===== src/design/mmr_pkg.sv =====
// Shared types and constants for the row-streaming matrix multiplier.
// Used by mmr_ctrl, mmr_dpath and matrix_multiply_rows_top; depends on nothing.
package mmr_pkg;

	localparam int MAX_INNER_DEF = 32;
	localparam int MAX_COLS_DEF  = 32;
	localparam int FIELD_LIMIT   = 4 * 8;

	localparam logic [5:0] INNER_DIM_RST = 6'd32;
	localparam logic [5:0] OUT_COLS_RST  = 6'd32;

	localparam logic ACT_LOAD    = 1'b0;
	localparam logic ACT_OPERAND = 1'b1;

	localparam logic REG_INNER_DIM = 1'b0;
	localparam logic REG_OUT_COLS  = 1'b1;

	typedef struct packed {
		logic               action;
		logic [4:0]         inner_index;
		logic [4:0]         col_index;
		logic signed [15:0] value;
	} in_word_t;

	typedef struct packed {
		logic [4:0]         out_col;
		logic signed [35:0] sum;
		logic               last;
	} out_word_t;

	typedef enum logic [3:0] {
		ST_IDLE  = 4'b0001,
		ST_MAC   = 4'b0010,
		ST_DRAIN = 4'b0100,
		ST_EMIT  = 4'b1000
	} state_t;

	typedef struct packed {
		logic       wr_w;
		logic       ld_op;
		logic       rd_en;
		logic       emit_ld;
		logic       last;
		logic       clr_acc;
		logic [4:0] col;
	} cmd_t;

	typedef struct packed {
		logic busy;
		logic out_free;
	} status_t;

endpackage


===== src/design/mmr_ctrl.sv =====
// Sequencer for the matrix multiplier: accepts words, steps the column loop,
// waits for the MAC pipeline and walks the result row. Depends on mmr_pkg.
module mmr_ctrl
	import mmr_pkg::*;
#(
	parameter int MAX_INNER = MAX_INNER_DEF,
	parameter int MAX_COLS  = MAX_COLS_DEF
) (
	input  logic       clk,
	input  logic       arst_n,
	input  logic       item_valid,
	input  in_word_t   item,
	output logic       item_stall,
	input  logic [5:0] inner_dim,
	input  logic [5:0] out_cols,
	input  status_t    status,
	output cmd_t       cmd
);

	localparam int INNER_LIM = (MAX_INNER < FIELD_LIMIT) ? MAX_INNER : FIELD_LIMIT;
	localparam int COLS_LIM  = (MAX_COLS < FIELD_LIMIT) ? MAX_COLS : FIELD_LIMIT;

	state_t     state_q;
	logic [4:0] col_q;
	logic [5:0] ncol_q;
	logic       last_row_q;

	logic [5:0] nin;
	logic [5:0] ncol;
	logic       accept;
	logic       col_end;

	always_comb begin
		if (inner_dim == 6'd0) begin
			nin = 6'd1;
		end else if (inner_dim > 6'(INNER_LIM)) begin
			nin = 6'(INNER_LIM);
		end else begin
			nin = inner_dim;
		end
		if (out_cols == 6'd0) begin
			ncol = 6'd1;
		end else if (out_cols > 6'(COLS_LIM)) begin
			ncol = 6'(COLS_LIM);
		end else begin
			ncol = out_cols;
		end
	end

	assign item_stall = (state_q != ST_IDLE);
	assign accept     = item_valid && (state_q == ST_IDLE);
	assign col_end    = ({1'b0, col_q} == (ncol_q - 6'd1));

	always_comb begin
		cmd         = '0;
		cmd.col     = col_q;
		cmd.wr_w    = accept && (item.action == ACT_LOAD)
			&& (32'(item.inner_index) < MAX_INNER) && (32'(item.col_index) < MAX_COLS);
		cmd.ld_op   = accept && (item.action == ACT_OPERAND)
			&& ({1'b0, item.inner_index} < nin);
		cmd.rd_en   = (state_q == ST_MAC);
		cmd.emit_ld = (state_q == ST_EMIT) && status.out_free;
		cmd.last    = col_end;
		cmd.clr_acc = cmd.emit_ld && col_end;
	end

	always_ff @(posedge clk or negedge arst_n) begin
		if (!arst_n) begin
			state_q    <= ST_IDLE;
			col_q      <= '0;
			ncol_q     <= 6'd1;
			last_row_q <= 1'b0;
		end else begin
			unique case (state_q)
				ST_IDLE: begin
					if (cmd.ld_op) begin
						state_q    <= ST_MAC;
						col_q      <= '0;
						ncol_q     <= ncol;
						last_row_q <= ({1'b0, item.inner_index} == (nin - 6'd1));
					end
				end
				ST_MAC: begin
					if (col_end) begin
						state_q <= ST_DRAIN;
					end else begin
						col_q <= col_q + 5'd1;
					end
				end
				ST_DRAIN: begin
					if (!status.busy) begin
						col_q   <= '0;
						state_q <= last_row_q ? ST_EMIT : ST_IDLE;
					end
				end
				ST_EMIT: begin
					if (cmd.emit_ld) begin
						if (col_end) begin
							state_q <= ST_IDLE;
						end else begin
							col_q <= col_q + 5'd1;
						end
					end
				end
				default: begin
					state_q <= ST_IDLE;
				end
			endcase
		end
	end

endmodule


===== config.mk =====
export PLATFORM = sky130hd
export DESIGN_NAME = mmr_ctrl
export DESIGN_NICKNAME = d
export VERILOG_FILES = /design/src/design/mmr_pkg.sv /design/src/design/mmr_ctrl.sv
export SDC_FILE = /design/constraint.sdc
export NUM_CORES = 1
export LEC_CHECK = 0
export BUFFER_PORTS_ARGS = -buffer_cell sky130_fd_sc_hd__buf_2
export CAP_MARGIN = 40
export CELL_PAD_IN_SITES_DETAIL_PLACEMENT = 1
export CELL_PAD_IN_SITES_GLOBAL_PLACEMENT = 1
export CORE_MARGIN = 3
export CORE_UTILIZATION = 36
export DETAILED_ROUTE_END_ITERATION = 6
export GPL_TIMING_DRIVEN = 0
export PLACE_DENSITY_LB_ADDON = 0.2
export REMOVE_ABC_BUFFERS = 1
export SKIP_CTS_REPAIR_TIMING = 1
export SLEW_MARGIN = 20
export SYNTH_ARGS = -nofsm -noshare
export SYNTH_HDL_FRONTEND = slang
export SYNTH_SLANG_ARGS = --single-unit

===== constraint.sdc =====
create_clock -name clk -period 4.46 [get_ports clk]
set_input_delay 0.446 -clock clk [delete_from_list [all_inputs] [get_ports clk]]
set_output_delay 0.446 -clock clk [all_outputs]
set_load 0.01 [all_outputs]

After elaboration in Yosys (flattened, before gate mapping)
Cells that the tools add are included.
- bitwise logic cells: 1
- mux-type cells: 16
- reduce and logical (&&, ||, !) cells: 12
- add/subtract/negate cells: 3
- magnitude comparators: 3
- equal/unequal tests: 12
- operator list (operator ; number):
    two-way mux 4 bit ; 6
    two-way mux 6 bit ; 4
    two-way mux 5 bit ; 4
    one-hot mux 5 bit (4 select lines) ; 1
    one-hot mux 4 bit (4 select lines) ; 1
    equality test 5 x 6 -> 1 bit ; 2
    greater-than comparator 6 bit, second input constant ; 2
    zero test 6 bit ; 2
    subtractor 6 x 1 -> 6 bit, second input constant ; 2
    inequality test 2 bit, second input constant ; 4
    logical AND 1 bit ; 6
    less-than comparator 5 x 6 -> 1 bit ; 1
    adder 5 x 1 -> 5 bit, second input constant ; 1
    AND reduction 5 bit ; 1
    equality test 4 x 1 -> 1 bit, second input constant ; 1
    equality test 4 x 2 -> 1 bit, second input constant ; 1
    equality test 4 x 3 -> 1 bit, second input constant ; 1
    equality test 4 bit, second input constant ; 1
    inequality test 4 x 1 -> 1 bit, second input constant ; 1
    AND reduction 4 bit ; 1
    nonzero test 4 bit ; 1
    inequality test 2 x 1 -> 1 bit, second input constant ; 1
    AND reduction 2 bit ; 1
    NOT 1 bit ; 1
- input port bits: 44
- register bits: 16
- output and inout bits: 12
- logic and storage cells: 51

Depth between registers and ports, before layout
Gate-level depths: netlist of the first run.
- word-level depth: 7
- depth in mapped cells: 12
- mapped depth without buffers: 11

Worst setup path before layout of the first run
Ideal clock, no wire load.
- path kind: input to output
- start: in inner_dim[1]
- end: out cmd[9] (netlist name)
- path buffers: 1
- stages: 11
- required time: 4.014 ns
- path slack: 1.791 ns
- data arrival time: 2.223 ns
- cells stage by stage: nor4_1 > nor2_1 > or2_2 > inv_1 > ha_1 > nand2b_1 > a21oi_1 > o41ai_1 > nand2b_1 > clkbuf_1 > inv_1
- RTL lines (item ; line ; RTL):
    from (decl) ; mmr_ctrl.sv:14 ; input logic [5:0] inner_dim,
    to (decl) ; mmr_ctrl.sv:17 ; output cmd_t cmd

==> flow_summary.yaml, run 1 <==
die:
  dieArea_sq_mm: 0.00442
  die_w_um: 66.5
  coreArea_sq_mm: 0.00342
  std_cell_rows: 21
  start_util_pct: 38.5
  die_h_um: 66.5
  io_pins: 56
pwr:
  leakage_nw: 0.745
  powerDensity_mw_per_mm2: 504
  worst_ir_drop_vdd_mv: 0.155
setup_path:
  r2r_setup_slack_ns: 1.90
  startpoint_type: "input port"
  arrival_ns: 2.73
  cpPeakStageDelay_ns: 0.51
  cp.required_ns: 4.01
  timing.rr.start: "ncol_q[0]"
  critPathTopFamily: "simple AND/OR/NAND/NOR gates"
  critical_path_class: "in -> out"
  rr_worst_depth: 8
  worst-path-buf-inv: 4
  cpMaxStageDelayCell: "o41ai_1"
  r2r-end: "col_q[1]"
  end_kind: "output pin"
  path_max_fanout: 13
  path_cells: "buf_2 > nor4_1 > nor2_1 > or2_2 > inv_1 > ha_1 > nand2b_1 > a21oi_1 > o41ai_1 > nand2b_1 > inv_1 > buf_2"
global_routing:
  grt_antenna_before_repair: 0
  grt_pass1_wl_mm: 5.81
  overflow: 0
  met3_usage_pct: 1.52
  met1_usage_pct: 20.8
  grt_max_degree: 17
  track_usage_pct: 17.0
  busiest_layer: "met2"
  use_met2_pct: 30.1
  grt_pass1_vias: 1264
timing:
  hold_ws_ns: 0.0567
  final.setup.tns_ns: 0
  finClkSkew_ns: 0.00515
  relSlewSlack_pct: 46.3
  setup_viol: 0
  period_share_pct: 71.3
  rsz0062_at_grt: "no"
  worst-slew-pin-transition_ns: 0.804
  finalCriticalPeriod_ns: 3.18
  max_freq_mhz: 314
  hold_violations: 0
  slew_viol_final: 0
route:
  num_vias: 1272
  dr.pass1.iters: 4
  wire_per_inst_um: 15.0
  viasPerCell: 5.51
  drtAntennaViolNets: 0
  routed_wl_mm: 3.47
  drc: 0
  drt_iter0_drc: 93
logic_synthesis:
  ys_ff_latch: 16
  syn_area_sq_mm: 0.00132
  syn_inst: 154
  yosys_warnings: 0
  async_reset_ff_share_pct: 100
  netlist-cell-type-count: 47
  ys_seq_area_share_pct: 30.6
  avgSynthCellArea_sq_um: 8.55
  synth-edff-count: 0
  synth_ff_type: "dfrtp_1"
place:
  port_buffers: 34
  place_congestion: 0.750
  hpwl_mm: 2.80
hold_path:
  min_path_type: "in -> async"
clocking:
  cts_tree: "built"
  clk_latency_ns: 0.29
  cts-root-buf: "clkbuf_4"
  cts_inserted_buffers: 3
  cts_max_level: 1
  cts_sinks: 16
  clockBufferDepth: 2
  clk_pin_slew_ns: 0.10
final_layout:
  nets: 238
  fillers: 445
  areaGrowthSynthToFinish_pct: 16.4
  n_antenna_cell: 0
  drive_gt1_share_pct: 24.3
  register_area_sq_um: 403
  multi_input_comb_area_sq_um: 836
flow_run:
  drv_cap: 0
status:
  outcome: "finished, final reports clean"
-- per-stage QoR --
| stage | power [mW] | cells | instance area, sq um | setup slack (ns) | utilization [%] |
|---|---|---|---|---|---|
| after floorplan | 0.548 | 147 | 1270 | 1.81 | - |
| after global placement | 0.651 | 227 | 1500 | 1.33 | 43.8 |
| after detailed placement | 0.678 | 227 | 1500 | 1.28 | 43.8 |
| after CTS | 0.782 | 231 | 1530 | 1.26 | 44.9 |
| after global routing | 0.848 | 231 | 1530 | 1.05 | 44.9 |
| final | 0.772 | 231 | 1530 | 1.28 | 44.9 |
-- state kept, by name, indices dropped and copies added (netlist names) --
name	cells
ncol_q	6
col_q	5
state_q	4
last_row_q	1
-- metal layers --
layer | vias up | routed length, um
li1 | 618 | -
met1 | 617 | 1480
met2 | 35 | 1820
met3 | 2 | 146
met4 | 0 | 24
met5 | - | 0
-- worst register-to-register path, delay by kind of cell, from the launching register on --
kind	cells	cell delay, ns
compound gates	5	1.34
flops	1	0.58
fa+ha+maj	1	0.30
xor+xnor	1	0.17
buf+inv	1	0.07
-- where the power goes --
group | total, mW | internal [mW] | switching [mW]
clock | 0.0989 | 0.0498 | 0.0491
sequential | 0.277 | 0.200 | 0.0776
combinational | 0.396 | 0.179 | 0.217
total | 0.772 | 0.428 | 0.344
-- cell usage in the layout, fill, tap and decap left out, types with 2 or more instances in the layout --
master,Yosys,routed
buf_2,2,34
o21ai_0,15,15
dfrtp_1,14,14
nor2_1,11,11
nand2_1,10,10
nand2b_1,9,9
inv_1,8,8
xnor2_1,8,8
ha_1,8,8
xor2_1,5,5
nor3_1,5,5
and3_1,4,4
a21o_1,3,3
nand3_1,3,3
or3_1,3,3
nand4_1,3,3
clkbuf_4,0,3
nand3b_1,2,2
or2_2,2,2
o32ai_1,2,2
a211oi_1,2,2
nor3b_1,2,2
nor4_1,2,2
a21oi_1,2,2
o21bai_1,2,2
a32o_1,2,2
dfstp_2,2,2
-- cell families after synthesis --
| logic type | Yosys count | synth area share (%) |
|---|---|---|
| and+or+nand+nor | 62 | 26.0 |
| adders and majority gates | 8 | 7.60 |
| DFF | 16 | 30.6 |
| AOI/OAI and AO/OA | 38 | 19.6 |
| muxes | 2 | 1.62 |
| xor gates and xnor gates | 13 | 8.65 |
| buffers and inverters | 15 | 5.89 |
-- worst max-delay path by stage --
stage	slack, ns	to	cells after the start	start
after floorplan	1.81	ncol_q[1]	11	inner_dim[1]
after global placement	1.33	cmd[9]	12	inner_dim[1]
after detailed placement	1.28	cmd[9]	12	inner_dim[2]
after CTS	1.26	cmd[9]	12	inner_dim[2]
after global routing	1.05	cmd[9]	12	inner_dim[1]
final	1.28	cmd[9]	12	inner_dim[1]
-- layout make-up --
cell class                 count  area share (%)
inverter                       8            1.96
timing repair buffer          34            11.1
tap                           46            3.76
multi-input combinational    123            54.5
sequential                    16            26.3
clock buffer                   4            2.37
-- Yosys cell counts, types with 2 or more instances --
cell type / n / share of area, %
o21ai_0: 15 / 5.7
dfrtp_1: 14 / 27
nor2_1: 11 / 3.1
nand2_1: 10 / 2.9
nand2b_1: 9 / 4.3
ha_1: 8 / 7.6
inv_1: 8 / 2.3
xnor2_1: 8 / 5.3
nor3_1: 5 / 1.9
xor2_1: 5 / 3.3
and3_1: 4 / 1.9
a21o_1: 3 / 1.7
buf_4: 3 / 1.7
nand3_1: 3 / 1.1
nand4_1: 3 / 1.4
or3_1: 3 / 1.4
a211oi_1: 2 / 1.1
a21oi_1: 2 / 0.76
a32o_1: 2 / 1.5
buf_2: 2 / 0.76
dfstp_2: 2 / 4.0
nand3b_1: 2 / 1.1
nor3b_1: 2 / 1.1
nor4_1: 2 / 0.95
o21bai_1: 2 / 1.1
o32ai_1: 2 / 1.3
or2_2: 2 / 0.95
No activity file was read; power rests on OpenSTA's default activity.
==> run 2: changes to the inputs <==
--- a/config.mk
+++ b/config.mk
@@ -10,7 +10,7 @@
 export CELL_PAD_IN_SITES_DETAIL_PLACEMENT = 1
 export CELL_PAD_IN_SITES_GLOBAL_PLACEMENT = 1
 export CORE_MARGIN = 3
-export CORE_UTILIZATION = 36
+export CORE_UTILIZATION = 31
 export DETAILED_ROUTE_END_ITERATION = 6
 export GPL_TIMING_DRIVEN = 0
 export PLACE_DENSITY_LB_ADDON = 0.2
==> constraint.sdc (replaced) <==
create_clock -name clk -period 2.9 [get_ports clk]
set_input_delay 0.29 -clock clk [delete_from_list [all_inputs] [get_ports clk]]
set_output_delay 0.29 -clock clk [all_outputs]
set_load 0.01 [all_outputs]
==> run 2 against run 1 <==
  * Via count down 1.6%
  * Combinational power up 56%
  * Critical endpoint unchanged
  * Global-route usage down 3.0 points
  * First-iteration DRC count down 55%
  * Sequential share of layout area down 0.51 points
  * Die area up 15%
  * Clock skew up 0.0014 ns
  * Clock power up 76%
  * Critical path depth unchanged
  * Routed wire length up 0.29%
  * Total power up 57%
  * Sequential power up 52%
==> flow_summary.yaml, run 2 (synthesized netlist as in run 1, its figures left out) <==
status:
  outcome: "finished, final reports clean"
pwr:
  leakage_nw: 0.755
  total_power_mw: 1.21
  worst_ir_drop_vdd_mv: 0.284
  powerDensity_mw_per_mm2: 776
timing:
  setup_viol: 0
  hold_violations: 0
  finClkSkew_ns: 0.00660
  relSlewSlack_pct: 46.9
  fin_ws_ns: 0.260
  finalCriticalPeriod_ns: 2.64
  slew_viol_final: 0
  max_freq_mhz: 379
  period_share_pct: 91.0
  worst-slew-pin-transition_ns: 0.795
  rsz0062_at_grt: "no"
final_layout:
  register_area_sq_um: 403
  layout_commonest_cell: "buf_2"
  reg_top3: "ncol_q: 6 flops, col_q: 5 flops, state_q: 4 flops"
  fillers: 507
  final_cell_mix: "buf_2 (34), o21ai_0 (15), dfrtp_1 (14)"
  multi_input_comb_area_sq_um: 846
  regMostFlops: "ncol_q"
  nets: 239
  n_antenna_cell: 0
  largest_reg_flops: 6
  drive_gt1_share_pct: 24.9
  areaGrowthSynthToFinish_pct: 18.7
route:
  drt_iter0_drc: 42
  viasPerCell: 5.33
  drc: 0
  drtAntennaViolNets: 0
  num_vias: 1252
  wire_per_inst_um: 14.8
  routed_wl_mm: 3.48
  dr.pass1.iters: 4
setup_path:
  end_kind: "output pin"
  startpoint_type: "input port"
  cpPeakStageDelay_ns: 0.37
  path_cells: "buf_2 > nor4_1 > nor2_1 > or2_2 > inv_1 > ha_1 > nand2b_1 > a21oi_1 > o41ai_2 > nand2b_2 > inv_1 > buf_2"
  cpMaxStageDelayCell: "o41ai_2"
  critical_path_class: "in -> out"
  path_max_fanout: 13
  cp.required_ns: 2.61
  arrival_ns: 2.35
clocking:
  cts-root-buf: "clkbuf_8"
  clk_latency_ns: 0.26
  clk_pin_slew_ns: 0.06
  cts_tree: "built"
  cts_inserted_buffers: 3
  cts_sinks: 16
  cts_max_level: 1
  clockBufferDepth: 2
die:
  dieArea_sq_mm: 0.00506
  coreArea_sq_mm: 0.00406
  std_cell_rows: 23
  start_util_pct: 32.4
  die_w_um: 71.2
  die_h_um: 71.2
  io_pins: 56
global_routing:
  grt_pass1_vias: 1255
  grt_antenna_before_repair: 0
  use_met2_pct: 23.5
  met1_usage_pct: 17.9
  busiest_layer: "met2"
  grt_max_degree: 17
  track_usage_pct: 14.0
  met3_usage_pct: 4.26
  grt_pass1_wl_mm: 5.84
  overflow: 0
place:
  pre_cts_ws_ns: -0.187
  port_buffers: 34
  hpwl_mm: 2.74
  place_congestion: 0.774
hold_path:
  min_path_type: "in -> reg"
flow_run:
  drv_cap: 0
## run 2: cell types whose count changed in the layout (fill, tap and decap cells not counted)
cell / before / now
nand2b_2: 0 / 1
clkbuf_8: 1 / 3
dlygate4sd3_1: 0 / 1
o41ai_1: 1 / 0
clkbuf_4: 3 / 0
o41ai_2: 0 / 1
nand2b_1: 9 / 8
## run 2: path summary, 6_finish.rpt
path	startpoint	end	slack, ns	depth (start not counted)
max	inner_dim[1]	cmd[9]	0.26	12
min	out_cols[4]	ncol_q[4]	0.30	3
max reg2reg	ncol_q[0]	col_q[4]	0.28	8
min reg2reg	ncol_q[0]	ncol_q[0]	0.54	2
max in group asynchronous	arst_n	ncol_q[0]	2.11	2
min in group asynchronous	arst_n	col_q[3]	0.47	2
## run 2: per-layer routing
layer | routed length, um | vias to the layer above | part of all wire, %
met2 | 1700 | 28 | 49
met1 | 1560 | 604 | 45
met4 | 11 | 0 | 0.32
met3 | 210 | 3 | 6.0
li1 | - | 617 | -
met5 | 0 | - | 0
## run 2: report_power, final
| part | leakage (nW) | switching (mW) | total, mW | internal (mW) |
|---|---|---|---|---|
| clock | 0.0216 | 0.0820 | 0.174 | 0.0924 |
| sequential | 0.209 | 0.115 | 0.422 | 0.307 |
| combinational | 0.524 | 0.337 | 0.616 | 0.279 |
## run 2: layout make-up
cell class | instances | share of cell area [%]
Timing Repair Buffer | 35 | 11.5
Sequential cell | 16 | 25.8
Clock buffer | 3 | 2.64
Tap cell | 50 | 4.00
Multi-Input combinational cell | 123 | 54.1
Inverter | 8 | 1.92
## run 2: critical path, delay by kind of cell
| kind | cells | cell delay (ns) |
|---|---|---|
| and+or+nand+nor | 5 | 1.01 |
| AOI/OAI and AO/OA | 2 | 0.46 |
| buffers and inverters | 4 | 0.45 |
| adders and majority gates | 1 | 0.13 |
## run 2: per-stage QoR
step / instances / hold slack, ns / utilization (%) / setup TNS [ns] / area [sq um]
finish: 235 / 0.295 / 38.5 / 0 / 1560
global route: 235 / 0.334 / 38.5 / 0 / 1560
global placement: 231 / 0.228 / 37.0 / -0.0159 / 1500
CTS: 234 / -0.0493 / 38.0 / -0.103 / 1540
detailed placement: 231 / 0.233 / 37.0 / -0.386 / 1500
floorplan: 147 / -0.00559 / - / 0 / 1270
==> run 3: changes to the inputs <==
--- a/config.mk
+++ b/config.mk
@@ -10,8 +10,9 @@
 export CELL_PAD_IN_SITES_DETAIL_PLACEMENT = 1
 export CELL_PAD_IN_SITES_GLOBAL_PLACEMENT = 1
 export CORE_MARGIN = 3
-export CORE_UTILIZATION = 31
+export CORE_UTILIZATION = 36
 export DETAILED_ROUTE_END_ITERATION = 6
+export GPL_ROUTABILITY_DRIVEN = 0
 export GPL_TIMING_DRIVEN = 0
 export PLACE_DENSITY_LB_ADDON = 0.2
 export REMOVE_ABC_BUFFERS = 1
==> constraint.sdc (replaced) <==
create_clock -name clk -period 3.3 [get_ports clk]
set_input_delay 0.33 -clock clk [delete_from_list [all_inputs] [get_ports clk]]
set_output_delay 0.33 -clock clk [all_outputs]
set_load 0.01 [all_outputs]
==> run 3 against run 2 <==
  * Register-to-register slack better by 0.46 ns
  * Clock power decreased by 23%
  * Global-route usage increased by 3.0 points
  * Total power decreased by 14%
  * Setup slack improved by 0.092 ns
  * Die area decreased by 13%
  * Worst hold slack worse by 0.0062 ns
  * Sequential share of layout area is 0.33 points higher
  * Cell count down 1.3%
  * Combinational power fell by 13%
  * Critical endpoint unchanged
==> flow_summary.yaml, run 3 (synthesized netlist as in run 1, its figures left out) <==
global_routing:
  grt_max_degree: 17
  busiest_layer: "met2"
  met3_usage_pct: 1.52
  grt_pass1_wl_mm: 5.81
  grt_antenna_before_repair: 0
  grt_pass1_vias: 1264
  use_met2_pct: 30.1
  met1_usage_pct: 20.8
  track_usage_pct: 17.0
  overflow: 0
pwr:
  netSwitchingPower_mw: 0.466
  clkPwrFrac_pct: 12.8
  powerDensity_mw_per_mm2: 677
  p_sw_share_pct: 44.6
  worst_ir_drop_vdd_mv: 0.209
  leakage_nw: 0.749
  sequentialPowerShare_pct: 35.9
  internal-power_mw: 0.579
  p_comb_share_pct: 51.3
die:
  start_util_pct: 38.5
  die_w_um: 66.5
  std_cell_rows: 21
  coreArea_sq_mm: 0.00342
  die_h_um: 66.5
  dieArea_sq_mm: 0.00442
  io_pins: 56
timing:
  hold_violations: 0
  worst-slew-pin-transition_ns: 0.804
  setup_viol: 0
  rsz0062_at_grt: "no"
  period_share_pct: 89.3
  final.setup.tns_ns: 0
  relSlewSlack_pct: 46.3
  finalCriticalPeriod_ns: 2.95
  max_freq_mhz: 339
  finClkSkew_ns: 0.00490
  slew_viol_final: 0
  hold_ws_ns: 0.289
final_layout:
  final_cell_mix: "buf_2 (34), o21ai_0 (15), dfrtp_1 (14)"
  layout_commonest_cell: "buf_2"
  nets: 239
  areaGrowthSynthToFinish_pct: 17.2
  n_antenna_cell: 0
  drive_gt1_share_pct: 24.2
  largest_reg_flops: 6
  regMostFlops: "ncol_q"
  reg_top3: "ncol_q: 6 flops, col_q: 5 flops, state_q: 4 flops"
  utilization_pct: 45.2
setup_path:
  end_kind: "output pin"
  critical_path_class: "in -> out"
  critPathTopFamily: "simple AND/OR/NAND/NOR gates"
  r2r-end: "col_q[1]"
  rr_worst_depth: 8
  cp.depth: 12
  cp-endpoint: "cmd[9]"
  path_cells: "buf_2 > nor4_1 > nor2_1 > or2_2 > inv_1 > ha_1 > nand2b_1 > a21oi_1 > o41ai_1 > nand2b_1 > inv_1 > buf_2"
  timing.rr.start: "ncol_q[0]"
  cpMaxStageDelayCell: "o41ai_1"
  startpoint_type: "input port"
  arrival_ns: 2.62
  r2r_setup_slack_ns: 0.74
  cp.required_ns: 2.97
  cpPeakStageDelay_ns: 0.51
  path_max_fanout: 13
  worst-path-buf-inv: 4
  crit_start: "inner_dim[1]"
route:
  wire_per_inst_um: 15.0
  routed_wl_mm: 3.48
  drt_iter0_drc: 90
  drc: 0
  num_vias: 1275
  viasPerCell: 5.50
  drtAntennaViolNets: 0
  dr.pass1.iters: 4
place:
  hpwl_mm: 2.80
  port_buffers: 34
clocking:
  cts_tree: "built"
  cts_max_level: 1
  cts_inserted_buffers: 3
  clockBufferDepth: 2
  cts_sinks: 16
  clk_pin_slew_ns: 0.10
  clk_latency_ns: 0.29
  cts-root-buf: "clkbuf_4"
flow_run:
  drv_cap: 0
hold_path:
  min_path_type: "in -> reg"
status:
  outcome: "finished, final reports clean"
## run 3: tightest hold or removal path: stages
cell and delay [ns]:
buf_2 0.10, nand2b_1 0.06, o21ai_0 0.06
## run 3: per-layer routing
metal	vias to the layer above	part of all wire (%)
met4	0	0.69
li1	620	-
met2	35	52
met1	618	43
met5	-	0
met3	2	4.1
## run 3: area by class of cell
class / count / area, sq um
clock buffers: 4 / 36.3
fillers: 443 / 1870
inverters: 8 / 30.0
multi-input cells: 123 / 836
flip-flops and latches: 16 / 403
well taps: 46 / 57.6
repair buffers: 35 / 180
## run 3: metrics by stage
step / total power, mW / instances / instance area (sq um) / worst slack (ns)
after floorplan: 0.741 / 147 / 1270 / 0.770
after detailed placement: 0.916 / 227 / 1500 / 0.301
final: 1.04 / 232 / 1540 / 0.352
after CTS: 1.06 / 231 / 1530 / 0.332
after global routing: 1.15 / 232 / 1540 / 0.125
after global placement: 0.880 / 227 / 1500 / 0.362
## run 3: power by group through the flow
stage	registers, mW	clock network, mW	logic (mW)
after floorplan	0.353	0	0.388
after CTS	0.375	0.139	0.543
after global routing	0.389	0.153	0.604
final	0.375	0.134	0.536
after global placement	0.372	0	0.508
after detailed placement	0.378	0	0.538
## run 3: worst min path at each step
stage                           start         to  cells after the start
after detailed placement       arst_n   col_q[1]                      1
after global routing      out_cols[3]  ncol_q[3]                      3
after floorplan                arst_n   col_q[0]                      0
final                     out_cols[3]  ncol_q[3]                      3
after global placement         arst_n   col_q[0]                      1
after CTS                      arst_n   col_q[4]                      1
